`src/sv/sse_pkg.sv`:
```
// Shared types and constants for the sleep-state energy block.
// Used by the front, queue, back and top-level modules; depends on nothing.
package sse_pkg;

  localparam int MaxStates = 16;
  localparam int StateIdxW = $clog2(MaxStates);
  localparam int CountW    = 5;
  localparam int PowerW    = 16;
  localparam int TransW    = 32;
  localparam int TimeW     = 32;
  localparam int ProdW     = TimeW + PowerW;
  localparam int CostW     = ProdW + 1;
  localparam int SumW      = 63;
  localparam int QueueDepth = 2;
  localparam int QueuePtrW  = $clog2(QueueDepth);
  localparam int QueueCntW  = $clog2(QueueDepth + 1);

  localparam int AddrW   = 3;
  localparam int DataW   = 32;
  localparam logic RegStateCount = 1'b0;

  typedef enum logic {
    ActLoad = 1'b0,
    ActTask = 1'b1
  } action_e;

  typedef struct packed {
    action_e                kind;
    logic [StateIdxW-1:0]   index;
    logic [PowerW-1:0]      power;
    logic [TransW-1:0]      trans;
    logic [TimeW-1:0]       gap;
    logic [TimeW-1:0]       busy;
    logic                   first;
    logic                   last;
  } queue_entry_t;

  typedef struct packed {
    logic empty;
    logic full;
  } queue_status_t;

  typedef enum logic [2:0] {
    BkIdle,
    BkScan,
    BkDrain,
    BkAddGap,
    BkBusyMul,
    BkBusyAdd,
    BkEmit
  } back_state_e;

endpackage

```
`src/sv/sleep_state_energy_min.sv`:
```
// Sleep-state energy block.
//
// Input channel (in_valid_i / in_stall_o): one beat is either a load of one
// power-state entry (action_i = 0) or a task record (action_i = 1). Output
// channel (out_valid_o / out_stall_i): one beat with total_energy_o and
// saturated_o for every task marked last_task_i; other beats give no result.
// The APB port holds state_count at byte address 0.
//
// A small queue sits between the front end, which takes beats and works out
// the busy and idle spans, and the back end, which carries them out. A load
// beat is written to the table from the idle step. A task scans the n states
// in use, one table entry per cycle through the shared multiplier, then takes
// the minimum, adds the idle cost to the sum, forms the busy-time product and
// adds it; the first task of a schedule skips the scan, the minimum and the
// idle add. A last task then loads the result register in its emit step.
// While the receiver stalls, the result holds and the back end waits in its
// emit step; the queue keeps taking beats until it is full.
// Reset clears the sum and the previous deadline and sets state_count to 1;
// the state table holds no defined value until loaded.
module sleep_state_energy_min (
  input  logic                          clk_i,
  input  logic                          rst_ni,
  input  logic                          psel,
  input  logic                          penable,
  input  logic                          pwrite,
  input  logic [sse_pkg::AddrW-1:0]     paddr,
  input  logic [sse_pkg::DataW-1:0]     pwdata,
  output logic [sse_pkg::DataW-1:0]     prdata,
  output logic                          pready,
  input  logic                          in_valid_i,
  output logic                          in_stall_o,
  input  logic                          action_i,
  input  logic [sse_pkg::StateIdxW-1:0] state_index_i,
  input  logic [sse_pkg::PowerW-1:0]    state_power_i,
  input  logic [sse_pkg::TransW-1:0]    state_transition_i,
  input  logic [sse_pkg::TimeW-1:0]     release_time_i,
  input  logic [sse_pkg::TimeW-1:0]     deadline_time_i,
  input  logic                          last_task_i,
  output logic                          out_valid_o,
  input  logic                          out_stall_i,
  output logic [sse_pkg::SumW-1:0]      total_energy_o,
  output logic                          saturated_o
);
  import sse_pkg::*;

  logic [CountW-1:0] state_count_q;
  logic              cfg_we;
  logic              push, pop;
  queue_entry_t      push_entry, head;
  queue_status_t     q_status;

  assign pready = 1'b1;
  assign cfg_we = psel && penable && pwrite && pready && (paddr[2] == RegStateCount);
  assign prdata = (paddr[2] == RegStateCount) ? DataW'(state_count_q) : '0;

  always_ff @(posedge clk_i or negedge rst_ni) begin
    if (!rst_ni) begin
      state_count_q <= CountW'(1);
    end else if (cfg_we) begin
      state_count_q <= pwdata[CountW-1:0];
    end
  end

  sse_front u_front (
    .clk_i              (clk_i),
    .rst_ni             (rst_ni),
    .in_valid_i         (in_valid_i),
    .in_stall_o         (in_stall_o),
    .action_i           (action_i),
    .state_index_i      (state_index_i),
    .state_power_i      (state_power_i),
    .state_transition_i (state_transition_i),
    .release_time_i     (release_time_i),
    .deadline_time_i    (deadline_time_i),
    .last_task_i        (last_task_i),
    .q_status_i         (q_status),
    .push_o             (push),
    .push_entry_o       (push_entry)
  );

  sse_queue u_queue (
    .clk_i        (clk_i),
    .rst_ni       (rst_ni),
    .push_i       (push),
    .push_entry_i (push_entry),
    .pop_i        (pop),
    .head_o       (head),
    .status_o     (q_status)
  );

  sse_back u_back (
    .clk_i          (clk_i),
    .rst_ni         (rst_ni),
    .state_count_i  (state_count_q),
    .head_i         (head),
    .q_status_i     (q_status),
    .pop_o          (pop),
    .out_valid_o    (out_valid_o),
    .out_stall_i    (out_stall_i),
    .total_energy_o (total_energy_o),
    .saturated_o    (saturated_o)
  );

endmodule

```
`src/sv/sse_front.sv`:
```
// Front end: accepts input beats, computes busy and idle spans of task records.
// Depends on sse_pkg; feeds sse_queue.
module sse_front (
  input  logic                         clk_i,
  input  logic                         rst_ni,
  input  logic                         in_valid_i,
  output logic                         in_stall_o,
  input  logic                         action_i,
  input  logic [sse_pkg::StateIdxW-1:0] state_index_i,
  input  logic [sse_pkg::PowerW-1:0]   state_power_i,
  input  logic [sse_pkg::TransW-1:0]   state_transition_i,
  input  logic [sse_pkg::TimeW-1:0]    release_time_i,
  input  logic [sse_pkg::TimeW-1:0]    deadline_time_i,
  input  logic                         last_task_i,
  input  sse_pkg::queue_status_t       q_status_i,
  output logic                         push_o,
  output sse_pkg::queue_entry_t        push_entry_o
);
  import sse_pkg::*;

  logic [TimeW-1:0] prev_dl_q, prev_dl_d;
  logic             first_q, first_d;
  logic             accept;

  assign in_stall_o = q_status_i.full;
  assign accept     = in_valid_i && !in_stall_o;
  assign push_o     = accept;

  always_comb begin
    push_entry_o.kind  = action_e'(action_i);
    push_entry_o.index = state_index_i;
    push_entry_o.power = state_power_i;
    push_entry_o.trans = state_transition_i;
    // Negative spans count as zero.
    push_entry_o.gap   = (release_time_i > prev_dl_q) ? (release_time_i - prev_dl_q) : '0;
    push_entry_o.busy  = (deadline_time_i > release_time_i) ?
                         (deadline_time_i - release_time_i) : '0;
    push_entry_o.first = first_q;
    push_entry_o.last  = last_task_i;
  end

  always_comb begin
    prev_dl_d = prev_dl_q;
    first_d   = first_q;
    if (accept && action_e'(action_i) == ActTask) begin
      prev_dl_d = deadline_time_i;
      first_d   = last_task_i;
    end
  end

  always_ff @(posedge clk_i or negedge rst_ni) begin
    if (!rst_ni) begin
      prev_dl_q <= '0;
      first_q   <= 1'b1;
    end else begin
      prev_dl_q <= prev_dl_d;
      first_q   <= first_d;
    end
  end

endmodule

```
`src/sv/sse_queue.sv`:
```
// Two-entry queue that decouples the front end from the back end.
// Depends on sse_pkg for the entry and status types.
module sse_queue (
  input  logic                   clk_i,
  input  logic                   rst_ni,
  input  logic                   push_i,
  input  sse_pkg::queue_entry_t  push_entry_i,
  input  logic                   pop_i,
  output sse_pkg::queue_entry_t  head_o,
  output sse_pkg::queue_status_t status_o
);
  import sse_pkg::*;

  queue_entry_t           mem_q [QueueDepth];
  logic [QueuePtrW-1:0]   wr_ptr_q, wr_ptr_d;
  logic [QueuePtrW-1:0]   rd_ptr_q, rd_ptr_d;
  logic [QueueCntW-1:0]   cnt_q, cnt_d;

  assign head_o          = mem_q[rd_ptr_q];
  assign status_o.empty  = (cnt_q == '0);
  assign status_o.full   = (cnt_q == QueueCntW'(QueueDepth));

  always_comb begin
    wr_ptr_d = wr_ptr_q;
    rd_ptr_d = rd_ptr_q;
    cnt_d    = cnt_q;
    if (push_i) begin
      wr_ptr_d = (wr_ptr_q == QueuePtrW'(QueueDepth - 1)) ? '0 : wr_ptr_q + 1'b1;
    end
    if (pop_i) begin
      rd_ptr_d = (rd_ptr_q == QueuePtrW'(QueueDepth - 1)) ? '0 : rd_ptr_q + 1'b1;
    end
    if (push_i && !pop_i) begin
      cnt_d = cnt_q + 1'b1;
    end else if (pop_i && !push_i) begin
      cnt_d = cnt_q - 1'b1;
    end
  end

  always_ff @(posedge clk_i or negedge rst_ni) begin
    if (!rst_ni) begin
      wr_ptr_q <= '0;
      rd_ptr_q <= '0;
      cnt_q    <= '0;
    end else begin
      wr_ptr_q <= wr_ptr_d;
      rd_ptr_q <= rd_ptr_d;
      cnt_q    <= cnt_d;
    end
  end

  always_ff @(posedge clk_i) begin
    if (push_i) begin
      mem_q[wr_ptr_q] <= push_entry_i;
    end
  end

endmodule

```
`src/sv/sse_back.sv`:
```
// Back end: holds the power-state table, scans it for the cheapest idle state,
// accumulates the saturating energy sum and drives the result register.
// Depends on sse_pkg; takes entries from sse_queue.
module sse_back (
  input  logic                         clk_i,
  input  logic                         rst_ni,
  input  logic [sse_pkg::CountW-1:0]   state_count_i,
  input  sse_pkg::queue_entry_t        head_i,
  input  sse_pkg::queue_status_t       q_status_i,
  output logic                         pop_o,
  output logic                         out_valid_o,
  input  logic                         out_stall_i,
  output logic [sse_pkg::SumW-1:0]     total_energy_o,
  output logic                         saturated_o
);
  import sse_pkg::*;

  logic [PowerW-1:0]    line_power_q [MaxStates];
  logic [TransW-1:0]    line_trans_q [MaxStates];

  back_state_e          state_q, state_d;
  logic [StateIdxW-1:0] cnt_q;
  logic [StateIdxW-1:0] last_idx_q, last_idx;
  logic [TimeW-1:0]     gap_q, busy_q;
  logic                 last_q;
  logic [ProdW-1:0]     prod_q;
  logic [TransW-1:0]    tr_q;
  logic                 pv_q;
  logic [CostW-1:0]     best_q, cost;
  logic [SumW-1:0]      sum_q;
  logic                 clip_q;
  logic                 out_valid_q;
  logic [SumW-1:0]      out_sum_q;
  logic                 out_sat_q;

  // Controls from the output decode.
  logic                 take_task, tbl_we, do_scan, do_busy_mul, do_add, do_emit;
  logic                 out_free;
  logic [CostW-1:0]     add_term;
  logic [SumW:0]        sum_ext;

  assign out_free = !out_valid_q || !out_stall_i;

  // Number of states in use, minus one, with zero as one and above 16 as 16.
  always_comb begin
    if (state_count_i == '0) begin
      last_idx = '0;
    end else if (state_count_i > CountW'(MaxStates)) begin
      last_idx = StateIdxW'(MaxStates - 1);
    end else begin
      last_idx = StateIdxW'(state_count_i - 1'b1);
    end
  end

  // Next state.
  always_comb begin
    state_d = state_q;
    case (state_q)
      BkIdle: begin
        if (!q_status_i.empty && head_i.kind == ActTask) begin
          state_d = head_i.first ? BkBusyMul : BkScan;
        end
      end
      BkScan:    if (cnt_q == last_idx_q) state_d = BkDrain;
      BkDrain:   state_d = BkAddGap;
      BkAddGap:  state_d = BkBusyMul;
      BkBusyMul: state_d = BkBusyAdd;
      BkBusyAdd: state_d = last_q ? BkEmit : BkIdle;
      BkEmit:    if (out_free) state_d = BkIdle;
      default:   state_d = BkIdle;
    endcase
  end

  // Output decode.
  always_comb begin
    pop_o       = 1'b0;
    take_task   = 1'b0;
    tbl_we      = 1'b0;
    do_scan     = 1'b0;
    do_busy_mul = 1'b0;
    do_add      = 1'b0;
    do_emit     = 1'b0;
    case (state_q)
      BkIdle: begin
        pop_o     = !q_status_i.empty;
        tbl_we    = !q_status_i.empty && head_i.kind == ActLoad;
        take_task = !q_status_i.empty && head_i.kind == ActTask;
      end
      BkScan:    do_scan = 1'b1;
      BkAddGap:  do_add = 1'b1;
      BkBusyMul: do_busy_mul = 1'b1;
      BkBusyAdd: do_add = 1'b1;
      BkEmit:    do_emit = out_free;
      default: begin
      end
    endcase
  end

  assign cost     = CostW'(prod_q) + CostW'(tr_q);
  assign add_term = (state_q == BkAddGap) ? best_q : CostW'(prod_q);
  assign sum_ext  = {1'b0, sum_q} + (SumW + 1)'(add_term);

  always_ff @(posedge clk_i or negedge rst_ni) begin
    if (!rst_ni) begin
      state_q     <= BkIdle;
      sum_q       <= '0;
      clip_q      <= 1'b0;
      out_valid_q <= 1'b0;
      pv_q        <= 1'b0;
    end else begin
      state_q <= state_d;
      if (take_task) begin
        pv_q <= 1'b0;
      end else if (do_scan) begin
        pv_q <= 1'b1;
      end
      if (do_add) begin
        // Both operands stay below 2^63, so a set top bit means overflow.
        if (sum_ext[SumW]) begin
          sum_q  <= '1;
          clip_q <= 1'b1;
        end else begin
          sum_q <= sum_ext[SumW-1:0];
        end
      end else if (do_emit) begin
        sum_q  <= '0;
        clip_q <= 1'b0;
      end
      if (do_emit) begin
        out_valid_q <= 1'b1;
      end else if (!out_stall_i) begin
        out_valid_q <= 1'b0;
      end
    end
  end

  always_ff @(posedge clk_i) begin
    if (tbl_we) begin
      line_power_q[head_i.index] <= head_i.power;
      line_trans_q[head_i.index] <= head_i.trans;
    end
    if (take_task) begin
      gap_q      <= head_i.gap;
      busy_q     <= head_i.busy;
      last_q     <= head_i.last;
      last_idx_q <= last_idx;
      cnt_q      <= '0;
      best_q     <= '1;
    end else if (do_scan) begin
      cnt_q <= cnt_q + 1'b1;
    end
    if (do_scan) begin
      prod_q <= gap_q * line_power_q[cnt_q];
      tr_q   <= line_trans_q[cnt_q];
    end else if (do_busy_mul) begin
      prod_q <= busy_q * line_power_q[0];
    end
    // The product registered in the previous cycle is folded into the minimum.
    if ((state_q == BkScan || state_q == BkDrain) && pv_q && cost < best_q) begin
      best_q <= cost;
    end
    if (do_emit) begin
      out_sum_q <= sum_q;
      out_sat_q <= clip_q;
    end
  end

  assign out_valid_o    = out_valid_q;
  assign total_energy_o = out_sum_q;
  assign saturated_o    = out_sat_q;

endmodule

```
`config.mk`:
```
export PLATFORM = sky130hd
export DESIGN_NAME = sleep_state_energy_min
export DESIGN_NICKNAME = d
export VERILOG_FILES = /design/src/sv/sse_pkg.sv /design/src/sv/sleep_state_energy_min.sv /design/src/sv/sse_front.sv /design/src/sv/sse_queue.sv /design/src/sv/sse_back.sv
export SDC_FILE = /design/constraint.sdc
export NUM_CORES = 2
export LEC_CHECK = 0
export BUFFER_PORTS_ARGS = -buffer_cell sky130_fd_sc_hd__buf_2
export CAP_MARGIN = 20
export CORE_ASPECT_RATIO = 2
export CORE_MARGIN = 4
export CORE_UTILIZATION = 47
export DETAILED_ROUTE_END_ITERATION = 7
export HOLD_SLACK_MARGIN = 0.1
export PLACE_DENSITY = 0.64
export SKIP_LAST_GASP = 1
export SLEW_MARGIN = 40
export SYNTH_ARGS = -nofsm -noshare
export SYNTH_HDL_FRONTEND = slang
export SYNTH_SLANG_ARGS = --single-unit
```
`constraint.sdc`:
```
create_clock -name clk_i -period 18.8 [get_ports clk_i]
set_clock_uncertainty 0.2 [all_clocks]
set_input_delay 3.76 -clock clk_i [delete_from_list [all_inputs] [get_ports clk_i]]
set_output_delay 3.76 -clock clk_i [all_outputs]
set_load 0.01 [all_outputs]
```
==> impl_metrics.yaml <==
global_routing:
  grt_max_degree: 97
  grt_first_pass_wirelength_um: 375000
  first_global_vias: 64000
  grt.total_usage_pct: 24.1
  overflow: 0
  antenna_found_initial: 4
placement:
  placed_cells_incl_taps: 10100
  gp_congestion: 0.924
  io_buffers: 201
  dp_hpwl_um: 179000
detailed_routing:
  viasPerCell: 5.72
  drt-pass1-iter-count: 5
  drt_wl_total_um: 246000
  wire_per_inst_um: 23.8
  wl_met1_um: 84800
  dr_total_vias: 59200
  dr_wl_met2_um: 134000
  dr.max_layer_used: "met4"
  ant_nets: 0
  met3_length_um: 10200
  drt_iter0_drc: 3719
  drc: 0
logic_synthesis:
  syn_inst: 7612
  synth_xor_area_share_pct: 2.26
  yosysSeqAreaShare_pct: 44.0
  syn_area_per_cell_sq_um: 12.2
  synth_top_family_by_area: "adder cells"
  synth_fa_ha_area_share_pct: 23.9
  yosys_warnings: 0
  yosys_register_bits: 1387
  async_flop_share_pct: 8.00
  yosys.area_share.simple_pct: 9.49
  synth_edf_count: 1268
  synth_mux_area_share_pct: 7.67
  synth_cell_types: 94
  synth_compound_area_share_pct: 6.97
  synthesis.area_sq_um: 93200
  ys.flop_type: "edfxtp_1"
floorplanning:
  core-area_sq_um: 197000
  start_util_pct: 47.3
  die_y_um: 638
  dieArea_sq_um: 206000
  boundaryPins: 259
  fp-row-count: 230
  die_w_um: 323
cts:
  ctsResizeCount: 0
  cts_tree: "yes"
  ctsHtreeMaxLevel: 3
  cts_buffers: 117
  clock-sinks: 1387
  clk_path_buf_depth: 3
  cts_setup_buffers: 0
  clock_latency_ns: 0.79
  ctsHoldBuffers: 0
  cts_root_buf: "clkbuf_16"
  clk_pin_slew_ns: 0.07
critical_path:
  worstPathRequired_ns: 19.13
  crit_type: "reg2reg"
  worstSetupEndpointType: "register"
  worstPathMaxFanout: 40
  endpoint: "u_back.prod_q[47]$_DFFE_PP_"
  start_kind: "register"
  critPathMaxStageDelay_ns: 0.84
  crit_slowest_cell: "mux4_2"
  arrival_ns: 9.89
  rrSetupSlack_ns: 9.24
  critPathMostFrequentCell: "fa_1"
  timing.rr.end: "u_back.prod_q[47]$_DFFE_PP_"
  ff2ff_path_depth: 25
outcome:
  status: "finished, final reports clean"
timing:
  max_freq_mhz: 105
  rsz0062_at_grt: "no"
  tightest_slew_ns: 0.966
  fin_crit_ns: 9.56
  hold_viol_final: 0
  setup_violations: 0
  finalCritPeriodShare_pct: 50.8
  drv_slew: 0
  fin_setup_tns_ns: 0
  relSlewSlack_pct: 35.6
run:
  drv_cap: 0
layout:
  nNetsFinal: 9131
  area_growth_pct: 8.72
  final_core_util_pct: 51.5
  layout.cells.non_filler: 10400
  fillCellCount: 17100
  drive_gt1_share_pct: 12.4
  multi_input_area_sq_um: 47200
  seq_area_sq_um: 41000
hold_path:
  hold_path.class: "reg2reg"
==> area by class of cell <==
type                            count  area share, %
Tap cell                         2552           3.15
Sequential cell                  1387           40.5
Clock buffer                      155           3.18
Antenna cell                        4        0.00988
Inverter                         1009           3.74
Clock inverter                     68          0.818
Timing Repair Buffer              306           2.00
Multi-Input combinational cell   4874           46.6
==> worst min-delay path by stage <==
stage	from	endpoint	depth (start not counted)
floorplan	u_back.clip_q$_DFFE_PN0P_	u_back.saturated_o$_DFFE_PP_	0
global placement	u_back.clip_q$_DFFE_PN0P_	u_back.saturated_o$_DFFE_PP_	0
detailed placement	u_back.clip_q$_DFFE_PN0P_	u_back.saturated_o$_DFFE_PP_	0
CTS	u_back.sum_q[47]$_DFFE_PN0P_	u_back.total_energy_o[47]$_DFFE_PP_	0
global route	u_back.sum_q[47]$_DFFE_PN0P_	u_back.total_energy_o[47]$_DFFE_PP_	0
finish	u_back.clip_q$_DFFE_PN0P_	u_back.saturated_o$_DFFE_PP_	0
==> worst max-delay path: cells and delay by family, from the launching register on <==
family / cells / cell delay, ns
compound gates: 7 / 1.96
xor+xnor: 1 / 0.21
fa+ha+maj: 7 / 3.33
buf+inv: 5 / 0.75
flops: 1 / 0.67
mux: 2 / 1.43
simple gates: 3 / 0.73
==> metrics by stage <==
step,setup WS [ns],instance area [sq um],hold WS [ns]
2_1_floorplan,8.71,93300,0.225
3_5_place_dp,8.95,97200,0.249
6_report,9.24,101000,0.261
3_3_place_gp,8.91,96800,0.237
4_1_cts,8.92,101000,0.253
5_1_grt,8.68,101000,0.274
==> registers in the layout (all words and copies together), names as in the netlist, 2 cells and up, named ones only <==
| name | count |
|---|---|
| state_count_q | 5 |
| u_back.line_trans_q | 512 |
| u_back.line_power_q | 256 |
| u_back.sum_q | 63 |
| u_back.tr_q | 32 |
| u_queue.cnt_q | 2 |
| u_back.last_idx_q | 4 |
| u_back.total_energy_o | 63 |
| u_back.state_q | 3 |
| u_queue.mem_q | 238 |
| u_front.prev_dl_q | 32 |
| u_back.cnt_q | 4 |
| u_back.busy_q | 32 |
| u_back.prod_q | 48 |
| u_back.best_q | 49 |
| u_back.gap_q | 32 |
==> cell usage after synthesis (all sizes together) (153+ instances only) <==
cell    number  area, sq um
a21oi      351         1760
and2       357         2240
clkbuf     297         1110
edfxtp    1268        38100
fa         840        16800
ha         436         5460
inv       1009         3790
mux2       153         1720
mux4       240         5410
nand2      934         3510
nor2       264          996
o21ai      208         1050
==> placed cells by master (no fill, tap or decap), drive strengths merged, types with 54 or more instances in the layout <==
master,Yosys,layout
xor2,99,99
nand3,54,54
buf,71,306
nand4,61,61
nand2,934,934
edfxtp,1268,1268
xnor2,142,142
nor2,264,264
o21ai,208,208
a21oi,351,351
fa,840,840
mux4,240,240
mux2,153,153
nand2b,74,74
dfrtp,109,109
clkbuf,297,155
ha,436,436
a31oi,62,62
inv,1009,1016
a21o,152,152
and2,357,357
==> metal layers <==
metal / global-route usage, % / vias to the layer above
met4: 15.0 / 0
li1: - / 26100
met5: 0 / -
met3: 2.25 / 775
met2: 44.9 / 1862
met1: 26.1 / 30500
==> cell families (layout without fill, tap and decap cells) <==
kind of cell,count (synthesis),count (layout)
other cells,2,32
compound gates,1031,1031
flops,1387,1387
xor+xnor,241,241
buf+inv,1377,1538
simple gates,1901,1901
fa+ha+maj,1278,1278
mux,395,395
Power is not shown: default switching activity piles up to over one toggle a cycle in this logic, so the estimate is an artifact.
